$ cat src/hdl/assert_macros.svh
// Assertion macros shared by the servo driver RTL.
`ifndef ASSERT_MACROS_SVH
`define ASSERT_MACROS_SVH

// Property must hold at every clock edge out of reset.
`define PTSS_ASSERT(label, prop, msg) \
  label: assert property (@(posedge clk) disable iff (!rst_n) prop) else $error(msg);

// Expression must never be true out of reset.
`define PTSS_NEVER(label, expr, msg) \
  label: assert property (@(posedge clk) disable iff (!rst_n) !(expr)) else $error(msg);

`endif

$ cat src/hdl/ptss_pkg.sv
// Shared types and fixed constants of the pan/tilt servo driver.
package ptss_pkg;

  localparam int SLEW_W   = 10;
  localparam int US_W     = 12;
  localparam int GOAL_W   = 16;
  localparam int MS_W     = 16;
  localparam int IDX_W    = 3;
  localparam int CFG_W    = 12;

  localparam int MS_PER_S = 1000;
  localparam int DEG_FULL = 180;
  localparam int DEG_MID  = 90;

  localparam logic OP_SET  = 1'b0;
  localparam logic OP_TICK = 1'b1;

  localparam logic [IDX_W-1:0] REG_SLEW      = 3'd0;
  localparam logic [IDX_W-1:0] REG_PAN_MIN   = 3'd1;
  localparam logic [IDX_W-1:0] REG_PAN_MAX   = 3'd2;
  localparam logic [IDX_W-1:0] REG_PAN_INV   = 3'd3;
  localparam logic [IDX_W-1:0] REG_TILT_MIN  = 3'd4;
  localparam logic [IDX_W-1:0] REG_TILT_MAX  = 3'd5;
  localparam logic [IDX_W-1:0] REG_TILT_INV  = 3'd6;

  localparam logic [SLEW_W-1:0] RST_SLEW   = 10'd180;
  localparam logic [US_W-1:0]   RST_MIN_US = 12'd500;
  localparam logic [US_W-1:0]   RST_MAX_US = 12'd2500;

  typedef struct packed {
    logic [US_W-1:0] min_us;
    logic [US_W-1:0] max_us;
    logic            invert;
  } axis_cfg_t;

  function automatic logic [US_W-1:0] span_of(axis_cfg_t c);
    logic [US_W-1:0] s;
    s = (c.max_us > c.min_us) ? (c.max_us - c.min_us) : '0;
    return s;
  endfunction

endpackage

$ cat src/hdl/ptss_smul.sv
// Bit-serial shift-and-add multiplier, one multiplier bit per cycle.
module ptss_smul import ptss_pkg::*; #(
  parameter int A_W = 32,
  parameter int B_W = 16
) (
  input  logic           clk,
  input  logic           rst_n,
  input  logic           start,
  input  logic [A_W-1:0] a,
  input  logic [B_W-1:0] b,
  output logic           busy,
  output logic           done,
  output logic [A_W-1:0] prod
);

  localparam int CNT_W = (B_W > 1) ? $clog2(B_W) : 1;

  logic [A_W-1:0]   a_r;
  logic [B_W-1:0]   b_r;
  logic [A_W-1:0]   acc_r;
  logic [A_W-1:0]   acc_nxt;
  logic [CNT_W-1:0] cnt_r;
  logic             busy_r;
  logic             done_r;

  assign acc_nxt = acc_r + (b_r[0] ? a_r : '0);

  always_ff @(posedge clk) begin
    if (!rst_n) begin
      busy_r <= 1'b0;
      done_r <= 1'b0;
      cnt_r  <= '0;
    end else begin
      done_r <= 1'b0;
      if (start) begin
        busy_r <= 1'b1;
        cnt_r  <= '0;
      end else if (busy_r) begin
        cnt_r <= cnt_r + CNT_W'(1);
        if (cnt_r == CNT_W'(B_W - 1)) begin
          busy_r <= 1'b0;
          done_r <= 1'b1;
        end
      end
    end
  end

  always_ff @(posedge clk) begin
    if (start) begin
      a_r   <= a;
      b_r   <= b;
      acc_r <= '0;
    end else if (busy_r) begin
      acc_r <= acc_nxt;
      a_r   <= {a_r[A_W-2:0], 1'b0};
      b_r   <= {1'b0, b_r[B_W-1:1]};
    end
  end

  assign busy = busy_r;
  assign done = done_r;
  assign prod = acc_r;

endmodule

$ cat src/hdl/ptss_sdiv.sv
// Bit-serial restoring divider, one quotient bit per cycle.
module ptss_sdiv import ptss_pkg::*; #(
  parameter int N_W = 32,
  parameter int D_W = 16
) (
  input  logic           clk,
  input  logic           rst_n,
  input  logic           start,
  input  logic [N_W-1:0] dividend,
  input  logic [D_W-1:0] divisor,
  output logic           busy,
  output logic           done,
  output logic [N_W-1:0] quot
);

  localparam int CNT_W = (N_W > 1) ? $clog2(N_W) : 1;

  logic [N_W-1:0]   dvd_r;
  logic [D_W-1:0]   dvs_r;
  logic [D_W-1:0]   rem_r;
  logic [D_W-1:0]   rem_nxt;
  logic [D_W:0]     trial;
  logic [D_W:0]     diff;
  logic             fits;
  logic [CNT_W-1:0] cnt_r;
  logic             busy_r;
  logic             done_r;

  assign trial   = {rem_r, dvd_r[N_W-1]};
  assign fits    = (trial >= {1'b0, dvs_r});
  assign diff    = trial - {1'b0, dvs_r};
  assign rem_nxt = fits ? diff[D_W-1:0] : trial[D_W-1:0];

  always_ff @(posedge clk) begin
    if (!rst_n) begin
      busy_r <= 1'b0;
      done_r <= 1'b0;
      cnt_r  <= '0;
    end else begin
      done_r <= 1'b0;
      if (start) begin
        busy_r <= 1'b1;
        cnt_r  <= '0;
      end else if (busy_r) begin
        cnt_r <= cnt_r + CNT_W'(1);
        if (cnt_r == CNT_W'(N_W - 1)) begin
          busy_r <= 1'b0;
          done_r <= 1'b1;
        end
      end
    end
  end

  always_ff @(posedge clk) begin
    if (start) begin
      dvd_r <= dividend;
      dvs_r <= divisor;
      rem_r <= '0;
    end else if (busy_r) begin
      dvd_r <= {dvd_r[N_W-2:0], fits};
      rem_r <= rem_nxt;
    end
  end

  assign busy = busy_r;
  assign done = done_r;
  assign quot = dvd_r;

endmodule

$ cat src/hdl/pan_tilt_servo_slew_pwm.sv
// Top level of the two-axis slew-limited servo driver with PWM duty output.
//
// Input beats (in_*): tuser is the opcode, 0 sets new targets and 1 is a time
// tick; tdata carries pan_goal, tilt_goal and elapsed_ms. Every input beat
// yields exactly one output beat (out_*) with both current angles, both
// targets and both PWM duties. The user must write registers through cfg_we,
// cfg_addr and cfg_wdata only while no beat is in flight; the block does not enforce this.
// One item at a time runs through a bit-serial multiplier and a bit-serial
// divider, one bit per cycle; the divider is 32 bits wide at the defaults and
// the multiplier operand 16 bits. A tick computes the slew step from the rate
// and elapsed_ms, moves both angles, then for pan and then tilt scales the
// angle into a pulse width and divides it into a PWM duty; a set-target beat
// skips the step and move. in_tready rises together with out_tvalid.
// The output register holds a finished beat while the next item is taken;
// a stalled receiver only holds the block once a second result is ready.
// Reset restores default registers, pan at 90 degrees and tilt at 0, with
// targets equal to the angles, and empties the output.
`include "assert_macros.svh"

module pan_tilt_servo_slew_pwm import ptss_pkg::*; #(
  parameter int ANGLE_FRAC_BITS = 6,
  parameter int DUTY_BITS       = 16,
  parameter int PERIOD_US       = 20000,
  localparam int FULL     = DEG_FULL << ANGLE_FRAC_BITS,
  localparam int AW       = $clog2(FULL + 1),
  localparam int IN_BITS  = 2 * GOAL_W + MS_W,
  localparam int IN_W     = ((IN_BITS + 7) / 8) * 8,
  localparam int OUT_BITS = 4 * AW + 2 * DUTY_BITS,
  localparam int OUT_W    = ((OUT_BITS + 7) / 8) * 8
) (
  input  logic             clk,
  input  logic             rst_n,
  input  logic             in_tvalid,
  output logic             in_tready,
  // pan_goal, tilt_goal, elapsed_ms
  input  logic [IN_W-1:0]  in_tdata,
  // opcode
  input  logic             in_tuser,
  output logic             out_tvalid,
  input  logic             out_tready,
  // pan_angle, tilt_angle, pan_target, tilt_target, pan_duty, tilt_duty
  output logic [OUT_W-1:0] out_tdata,
  input  logic             cfg_we,
  input  logic [IDX_W-1:0] cfg_addr,
  input  logic [CFG_W-1:0] cfg_wdata
);

  localparam int MID = DEG_MID << ANGLE_FRAC_BITS;
  localparam int MBW = (MS_W > AW) ? MS_W : AW;
  localparam int P1  = SLEW_W + MS_W + ANGLE_FRAC_BITS;
  localparam int P2  = US_W + AW;
  localparam int P3  = US_W + DUTY_BITS;
  localparam int P12 = (P1 > P2) ? P1 : P2;
  localparam int DVW = (P12 > P3) ? P12 : P3;
  localparam int D1  = $clog2(MS_PER_S + 1);
  localparam int D3  = $clog2(PERIOD_US + 1);
  localparam int D12 = (D1 > AW) ? D1 : AW;
  localparam int DSW = (D12 > D3) ? D12 : D3;
  localparam logic [DVW-1:0] DUTY_TOP = DVW'((64'd1 << DUTY_BITS) - 64'd1);

  localparam logic [2:0] S_IDLE     = 3'd0;
  localparam logic [2:0] S_STEP_MUL = 3'd1;
  localparam logic [2:0] S_STEP_DIV = 3'd2;
  localparam logic [2:0] S_SLEW     = 3'd3;
  localparam logic [2:0] S_AX_MUL   = 3'd4;
  localparam logic [2:0] S_AX_DIV   = 3'd5;
  localparam logic [2:0] S_AX_DUTY  = 3'd6;
  localparam logic [2:0] S_DONE     = 3'd7;

  logic [2:0]           state_r, state_nxt;
  logic                 ax_r, ax_nxt;
  logic [SLEW_W-1:0]    slew_r;
  axis_cfg_t            pan_cfg_r, tilt_cfg_r;
  logic [AW-1:0]        pan_now_r, tilt_now_r;
  logic [AW-1:0]        pan_tgt_r, tilt_tgt_r;
  logic [AW-1:0]        step_r;
  logic [DUTY_BITS-1:0] pan_duty_r, tilt_duty_r;
  logic                 out_tvalid_r;
  logic [OUT_W-1:0]     out_tdata_r;

  logic                 in_acc;
  logic                 in_op;
  logic [GOAL_W-1:0]    in_pan_goal, in_tilt_goal;
  logic [MS_W-1:0]      in_ms;

  logic                 mul_start, mul_tick, mul_ax, mul_busy, mul_done;
  logic [DVW-1:0]       mul_a, mul_prod;
  logic [MBW-1:0]       mul_b;
  logic                 div_start, div_busy, div_done;
  logic [DVW-1:0]       div_dvd, div_q;
  logic [DSW-1:0]       div_dvs;

  axis_cfg_t            sel_cfg, cur_cfg;
  logic [AW-1:0]        sel_ang, sel_mir;
  logic [AW-1:0]        pan_slew_c, tilt_slew_c, pan_src;
  logic [US_W-1:0]      us_c;
  logic [AW-1:0]        step_c;
  logic [DUTY_BITS-1:0] duty_c;

  function automatic logic [AW-1:0] clamp_goal(logic [GOAL_W-1:0] g);
    logic [AW-1:0] r;
    if (g[GOAL_W-1]) begin
      r = '0;
    end else if (32'(g) > 32'(FULL)) begin
      r = AW'(FULL);
    end else begin
      r = AW'(g);
    end
    return r;
  endfunction

  function automatic logic [AW-1:0] slew_to(logic [AW-1:0] now, logic [AW-1:0] goal,
                                            logic [AW-1:0] step);
    logic [AW-1:0] r;
    if (goal > now) begin
      r = ((goal - now) > step) ? (now + step) : goal;
    end else begin
      r = ((now - goal) > step) ? (now - step) : goal;
    end
    return r;
  endfunction

  assign in_tready    = (state_r == S_IDLE);
  assign in_acc       = in_tvalid && in_tready;
  assign in_op        = in_tuser;
  assign in_pan_goal  = in_tdata[GOAL_W-1:0];
  assign in_tilt_goal = in_tdata[2*GOAL_W-1:GOAL_W];
  assign in_ms        = in_tdata[2*GOAL_W+MS_W-1:2*GOAL_W];

  assign pan_slew_c  = slew_to(pan_now_r, pan_tgt_r, step_r);
  assign tilt_slew_c = slew_to(tilt_now_r, tilt_tgt_r, step_r);
  assign pan_src     = (state_r == S_SLEW) ? pan_slew_c : pan_now_r;

  assign sel_cfg = mul_ax ? tilt_cfg_r : pan_cfg_r;
  assign sel_ang = mul_ax ? tilt_now_r : pan_src;
  assign sel_mir = sel_cfg.invert ? (AW'(FULL) - sel_ang) : sel_ang;
  assign mul_a   = mul_tick ? DVW'(slew_r) : DVW'(span_of(sel_cfg));
  assign mul_b   = mul_tick ? MBW'(in_ms) : MBW'(sel_mir);

  assign cur_cfg = ax_r ? tilt_cfg_r : pan_cfg_r;
  assign us_c    = cur_cfg.min_us + div_q[US_W-1:0];
  assign step_c  = (div_q > DVW'(FULL)) ? AW'(FULL) : div_q[AW-1:0];
  assign duty_c  = (div_q > DUTY_TOP) ? DUTY_TOP[DUTY_BITS-1:0] : div_q[DUTY_BITS-1:0];

  always_comb begin
    state_nxt = state_r;
    ax_nxt    = ax_r;
    mul_start = 1'b0;
    mul_tick  = 1'b0;
    mul_ax    = 1'b0;
    div_start = 1'b0;
    div_dvd   = '0;
    div_dvs   = '0;
    unique case (state_r)
      S_IDLE: begin
        if (in_acc) begin
          mul_start = 1'b1;
          if (in_op == OP_TICK) begin
            mul_tick  = 1'b1;
            state_nxt = S_STEP_MUL;
          end else begin
            ax_nxt    = 1'b0;
            state_nxt = S_AX_MUL;
          end
        end
      end
      S_STEP_MUL: begin
        if (mul_done) begin
          div_start = 1'b1;
          div_dvd   = mul_prod << ANGLE_FRAC_BITS;
          div_dvs   = DSW'(MS_PER_S);
          state_nxt = S_STEP_DIV;
        end
      end
      S_STEP_DIV: begin
        if (div_done) begin
          state_nxt = S_SLEW;
        end
      end
      S_SLEW: begin
        mul_start = 1'b1;
        ax_nxt    = 1'b0;
        state_nxt = S_AX_MUL;
      end
      S_AX_MUL: begin
        if (mul_done) begin
          div_start = 1'b1;
          div_dvd   = mul_prod;
          div_dvs   = DSW'(FULL);
          state_nxt = S_AX_DIV;
        end
      end
      S_AX_DIV: begin
        if (div_done) begin
          div_start = 1'b1;
          div_dvd   = DVW'(us_c) << DUTY_BITS;
          div_dvs   = DSW'(PERIOD_US);
          state_nxt = S_AX_DUTY;
        end
      end
      S_AX_DUTY: begin
        if (div_done) begin
          if (!ax_r) begin
            mul_start = 1'b1;
            mul_ax    = 1'b1;
            ax_nxt    = 1'b1;
            state_nxt = S_AX_MUL;
          end else begin
            state_nxt = S_DONE;
          end
        end
      end
      S_DONE: begin
        if (!out_tvalid_r || out_tready) begin
          state_nxt = S_IDLE;
        end
      end
    endcase
  end

  always_ff @(posedge clk) begin
    if (!rst_n) begin
      state_r      <= S_IDLE;
      ax_r         <= 1'b0;
      out_tvalid_r <= 1'b0;
      slew_r       <= RST_SLEW;
      pan_cfg_r    <= '{min_us: RST_MIN_US, max_us: RST_MAX_US, invert: 1'b0};
      tilt_cfg_r   <= '{min_us: RST_MIN_US, max_us: RST_MAX_US, invert: 1'b0};
      pan_now_r    <= AW'(MID);
      tilt_now_r   <= '0;
      pan_tgt_r    <= AW'(MID);
      tilt_tgt_r   <= '0;
    end else begin
      state_r <= state_nxt;
      ax_r    <= ax_nxt;
      if (cfg_we) begin
        unique case (cfg_addr)
          REG_SLEW:     slew_r            <= cfg_wdata[SLEW_W-1:0];
          REG_PAN_MIN:  pan_cfg_r.min_us  <= cfg_wdata[US_W-1:0];
          REG_PAN_MAX:  pan_cfg_r.max_us  <= cfg_wdata[US_W-1:0];
          REG_PAN_INV:  pan_cfg_r.invert  <= cfg_wdata[0];
          REG_TILT_MIN: tilt_cfg_r.min_us <= cfg_wdata[US_W-1:0];
          REG_TILT_MAX: tilt_cfg_r.max_us <= cfg_wdata[US_W-1:0];
          REG_TILT_INV: tilt_cfg_r.invert <= cfg_wdata[0];
          default: ;
        endcase
      end
      if (in_acc && (in_op == OP_SET)) begin
        pan_tgt_r  <= clamp_goal(in_pan_goal);
        tilt_tgt_r <= clamp_goal(in_tilt_goal);
      end
      if (state_r == S_SLEW) begin
        pan_now_r  <= pan_slew_c;
        tilt_now_r <= tilt_slew_c;
      end
      if ((state_r == S_DONE) && (!out_tvalid_r || out_tready)) begin
        out_tvalid_r <= 1'b1;
      end else if (out_tready) begin
        out_tvalid_r <= 1'b0;
      end
    end
  end

  always_ff @(posedge clk) begin
    if ((state_r == S_STEP_DIV) && div_done) begin
      step_r <= step_c;
    end
    if ((state_r == S_AX_DUTY) && div_done) begin
      if (!ax_r) begin
        pan_duty_r <= duty_c;
      end else begin
        tilt_duty_r <= duty_c;
      end
    end
    if ((state_r == S_DONE) && (!out_tvalid_r || out_tready)) begin
      out_tdata_r <= OUT_W'({tilt_duty_r, pan_duty_r, tilt_tgt_r, pan_tgt_r,
                             tilt_now_r, pan_now_r});
    end
  end

  ptss_smul #(
    .A_W (DVW),
    .B_W (MBW)
  ) u_mul (
    .clk   (clk),
    .rst_n (rst_n),
    .start (mul_start),
    .a     (mul_a),
    .b     (mul_b),
    .busy  (mul_busy),
    .done  (mul_done),
    .prod  (mul_prod)
  );

  ptss_sdiv #(
    .N_W (DVW),
    .D_W (DSW)
  ) u_div (
    .clk      (clk),
    .rst_n    (rst_n),
    .start    (div_start),
    .dividend (div_dvd),
    .divisor  (div_dvs),
    .busy     (div_busy),
    .done     (div_done),
    .quot     (div_q)
  );

  assign out_tvalid = out_tvalid_r;
  assign out_tdata  = out_tdata_r;

  `PTSS_NEVER(a_units_overlap, mul_busy && div_busy, "multiplier and divider busy together")
  `PTSS_ASSERT(a_one_in_flight, (in_tvalid && in_tready) |=> !in_tready, "second item taken in flight")
  `PTSS_ASSERT(a_angle_range, (pan_now_r <= AW'(FULL)) && (tilt_now_r <= AW'(FULL)), "angle beyond full scale")
  `PTSS_ASSERT(a_result_from_done, $rose(out_tvalid_r) |-> $past(state_r == S_DONE), "result without finished item")

endmodule

$ cat config.mk
export PLATFORM = sky130hd
export DESIGN_NAME = pan_tilt_servo_slew_pwm
export DESIGN_NICKNAME = d
export VERILOG_FILES = /design/src/hdl/ptss_pkg.sv /design/src/hdl/ptss_smul.sv /design/src/hdl/ptss_sdiv.sv /design/src/hdl/pan_tilt_servo_slew_pwm.sv
export VERILOG_INCLUDE_DIRS = /design/src /design/src/hdl
export SDC_FILE = /design/constraint.sdc
export NUM_CORES = 1
export LEC_CHECK = 0
export ABC_AREA = 1
export ABC_CLOCK_PERIOD_IN_PS = 6300
export BUFFER_PORTS_ARGS = -buffer_cell sky130_fd_sc_hd__buf_4
export CAP_MARGIN = 20
export CORE_MARGIN = 8
export CORE_UTILIZATION = 50
export CTS_CLUSTER_DIAMETER = 40
export CTS_CLUSTER_SIZE = 14
export DETAILED_ROUTE_END_ITERATION = 12
export PLACE_DENSITY = 0.68
export SYNTH_ARGS = -nofsm -noshare
export SYNTH_HDL_FRONTEND = slang
export SYNTH_SLANG_ARGS = --single-unit
$ cat constraint.sdc
create_clock -name clk -period 6.3 [get_ports clk]
set_input_delay 0 -clock clk [delete_from_list [all_inputs] [get_ports clk]]
set_output_delay 0 -clock clk [all_outputs]
set_load 0.01 [all_outputs]
==> metrics.txt <==
syn avg cell area=about 8 um^2; GP Congestion=0.985; CTS max path bufs=3; most common cell after layout, fill and taps aside=nand2_1; CTS H-tree depth=3; RSZ-0062 raised after global routing=false; GR Util All Layers=0.262; Cell Area, Placed=~0.028 mm^2; Max-slew headroom=0.344; Buffers on Ports=around 160; Starting Density=0.504; Tmin final=between 5 and 6 ns; slowest stage cell, crit path=ha_1; DRC errors left=0; Req. time, crit path=roughly 6.6 ns; FFs w/ async S/R, synth=0; global route overflow=0; Cell variety after synth=69; clock sinks=about 400; Cell Pwr Density=354 mW/mm^2; Post-DRT Antenna Nets=0; largest net degree at the start of global routing=83; crit path from=pan_now_r[2]; area delta synth->final=19.2%; Post-Layout Cell Count=roughly 4300; period utilization=0.823; Critical Path End Type=flip-flop; setup TNS=0 ns; Fmax=193 MHz; Die Area=just over 0.06 mm^2; Synth Net Count=3668; Post-Synthesis Cells=approximately 3400; FF+latch count, synth=401; status=completed; nets@finish=slightly below 4000; Final Hold Vio Count=0; initial antenna violation count=3; post-detailed-route wirelength per cell=about 19 um; Crit Path Max Fanout=6; io pins=approximately 160; DP HPWL=59.2 mm; most frequent cells in the layout=nand2_1, inv_1, a21oi_1, nor2_1, ha_1; Final Total Pwr=11100 uW; startpoint types=flip-flop; Worst R2R End=u_mul.b_r[10]; vias in the first global route=22800; clk root buf=clkbuf_16; Fin Clk Skew=around 0.027 ns; critical path class=flip-flop to flip-flop; reg2reg setup slack=about 1.1 ns; Worst Setup EP=u_mul.b_r[10]; Syn Std Cell Area=approximately 0.026 mm^2; via count=23800; CTS tree=yes; clock-pin slew on the worst setup and hold paths=0.06 ns; peak supply drop=0.321 mV; Reg-to-Reg Start=pan_now_r[2]; Yosys top cell area share=0.250; core box area=roughly 0.052 mm^2; CP peak stage delay=approximately 0.48 ns; fin. max-slew vios=0; Pleak=roughly 0.014 uW; Cells after DPL=between 4000 and 5000; die height=approximately 250 um; Design Area, Final=0.0315 mm^2; 1st-pass router iterations=6; Syn. warnings=0; sequential area share after synthesis=0.388; Crit path top cell by count=nand2_1; Routed Wire Length=between 80 and 90 mm; global-route wire length before repair=about 130 mm; Worst-Skew Late Latency=roughly 0.6 ns; initial drt markers=2037; Num CTS Buffers=67; synth top area cells=edfxtp_1, dfxtp_1, nand2_1; die extent in x=~250 um; # setup viols final=0; post_cts resized=0; Yosys top cell by area=edfxtp_1; max capacitance violation total=0; worst reg2reg path depth=30; Worst-Margin Slew=about 1 ns; Site Rows=84; share of post-route cells with drive strength above 1=0.115; ys flop type=edfxtp_1; drt via density=5.49; Arr. time, crit path=approximately 5.5 ns; Hold Path Cell Cnt=4; Hold Crit Class=primary input to flip-flop; EDFF count, synth=220
metrics by stage:
step | setup slack, ns | util | hold slack (ns)
2_1_floorplan | 1.42 | - | 0.126
6_report | 1.12 | 0.601 | 0.215
4_1_cts | 1.18 | 0.600 | 0.183
3_3_place_gp | 1.35 | 0.537 | 0.254
5_1_grt | 0.624 | 0.601 | 0.222
3_5_place_dp | 1.17 | 0.537 | 0.256
timing repair:
item                                   4_1_cts  5_1_grt
buffers inserted                             0        0
hold buffers                               100        0
endpoints found under the hold margin      110        0
report_power, final:
group	switching [uW]	leakage, uW	total, uW	internal, uW
sequential	276	0.00336	3470	3190
combinational	2540	0.00971	3940	1400
clock	1430	0.00111	3710	2280
total	4250	0.0142	11100	6870
critical path, delay by kind of cell, from the launching register on:
kind                     cells  cell delay, ns
AO/OA/AOI/OAI                5            1.52
XOR/XNOR                     1            0.16
adder cells (fa/ha/maj)      3            0.94
buffers and inverters        4            0.28
flip-flops                   1            0.46
AND/OR/NAND/NOR             17            1.57
registers in the layout, indices dropped and copies added, names as in the netlist, 10 cells and up:
register and cells:
out_tdata 88, pan_cfg_r 25, pan_duty_r 16, pan_now_r 14, pan_tgt_r 14, slew_r 10
step_r 14, tilt_cfg_r 25, tilt_duty_r 16, tilt_now_r 14, tilt_tgt_r 14, u_div.quot 32
u_div.rem_r 15, u_mul.a_r 32, u_mul.b_r 16, u_mul.prod 32
layout make-up:
cell class / instances / area [um^2]
Antenna cell: 2 / 5.00
Clock buffer: 76 / 1790
Inverter: 457 / 1720
Timing Repair Buffer: 285 / 2400
Sequential cell: 401 / 10200
Multi-Input combinational cell: 2390 / 13900
Tap cell: 688 / 861
Clock inverter: 48 / 502
Fill cell: 4806 / 20900
metal layers:
layer / share of wire / track usage
met5: 0.00012 / 0
met2: 0.47 / 0.444
met3: 0.067 / 0.0427
met4: 0.041 / 0.103
met1: 0.42 / 0.330
synth_stat cells (6+ instances only):
library cell  count
a31oi_1          12
inv_1           432
nand3_2          21
nor4_1           17
nand2_4          11
o31ai_1           6
or2_2             9
o21bai_1         14
nor2_1          267
xor2_1           91
o211ai_1         42
a21oi_1         265
o21ai_0         199
buf_6             6
o221ai_1         15
inv_2            15
nand4_1          23
clkbuf_1         72
buf_2            21
clkinv_1          8
o2111ai_1        11
o21ai_1          12
a22oi_1          13
nor3_1           29
nand3_1         170
nor2_2            9
a221oi_1          9
edfxtp_1        220
ha_1            229
dfxtp_1         181
xnor2_1          30
buf_4             7
fa_1             11
nand2_1         768
nand2_2          17
o22ai_1          17
a21o_1            8
worst min-delay path by stage:
stage | startpoint | endpoint | slack (ns)
after global placement | cfg_wdata[11] | pan_cfg_r[12] | 0.25
after global routing | cfg_wdata[5] | pan_cfg_r[18] | 0.22
after floorplan | cfg_wdata[11] | tilt_cfg_r[12] | 0.13
after detailed placement | cfg_wdata[11] | pan_cfg_r[12] | 0.26
final | cfg_wdata[5] | pan_cfg_r[18] | 0.22
after CTS | cfg_wdata[5] | pan_cfg_r[18] | 0.18
cells by family after synthesis:
| kind of cell | synth area share |
|---|---|
| buffers and inverters | 0.0854 |
| and+or+nand+nor | 0.222 |
| DFF | 0.388 |
| AOI/OAI and AO/OA | 0.148 |
| adders and majority gates | 0.117 |
| muxes | 0.000379 |
| xor gates and xnor gates | 0.0402 |
(Power assumes the default switching activity.)
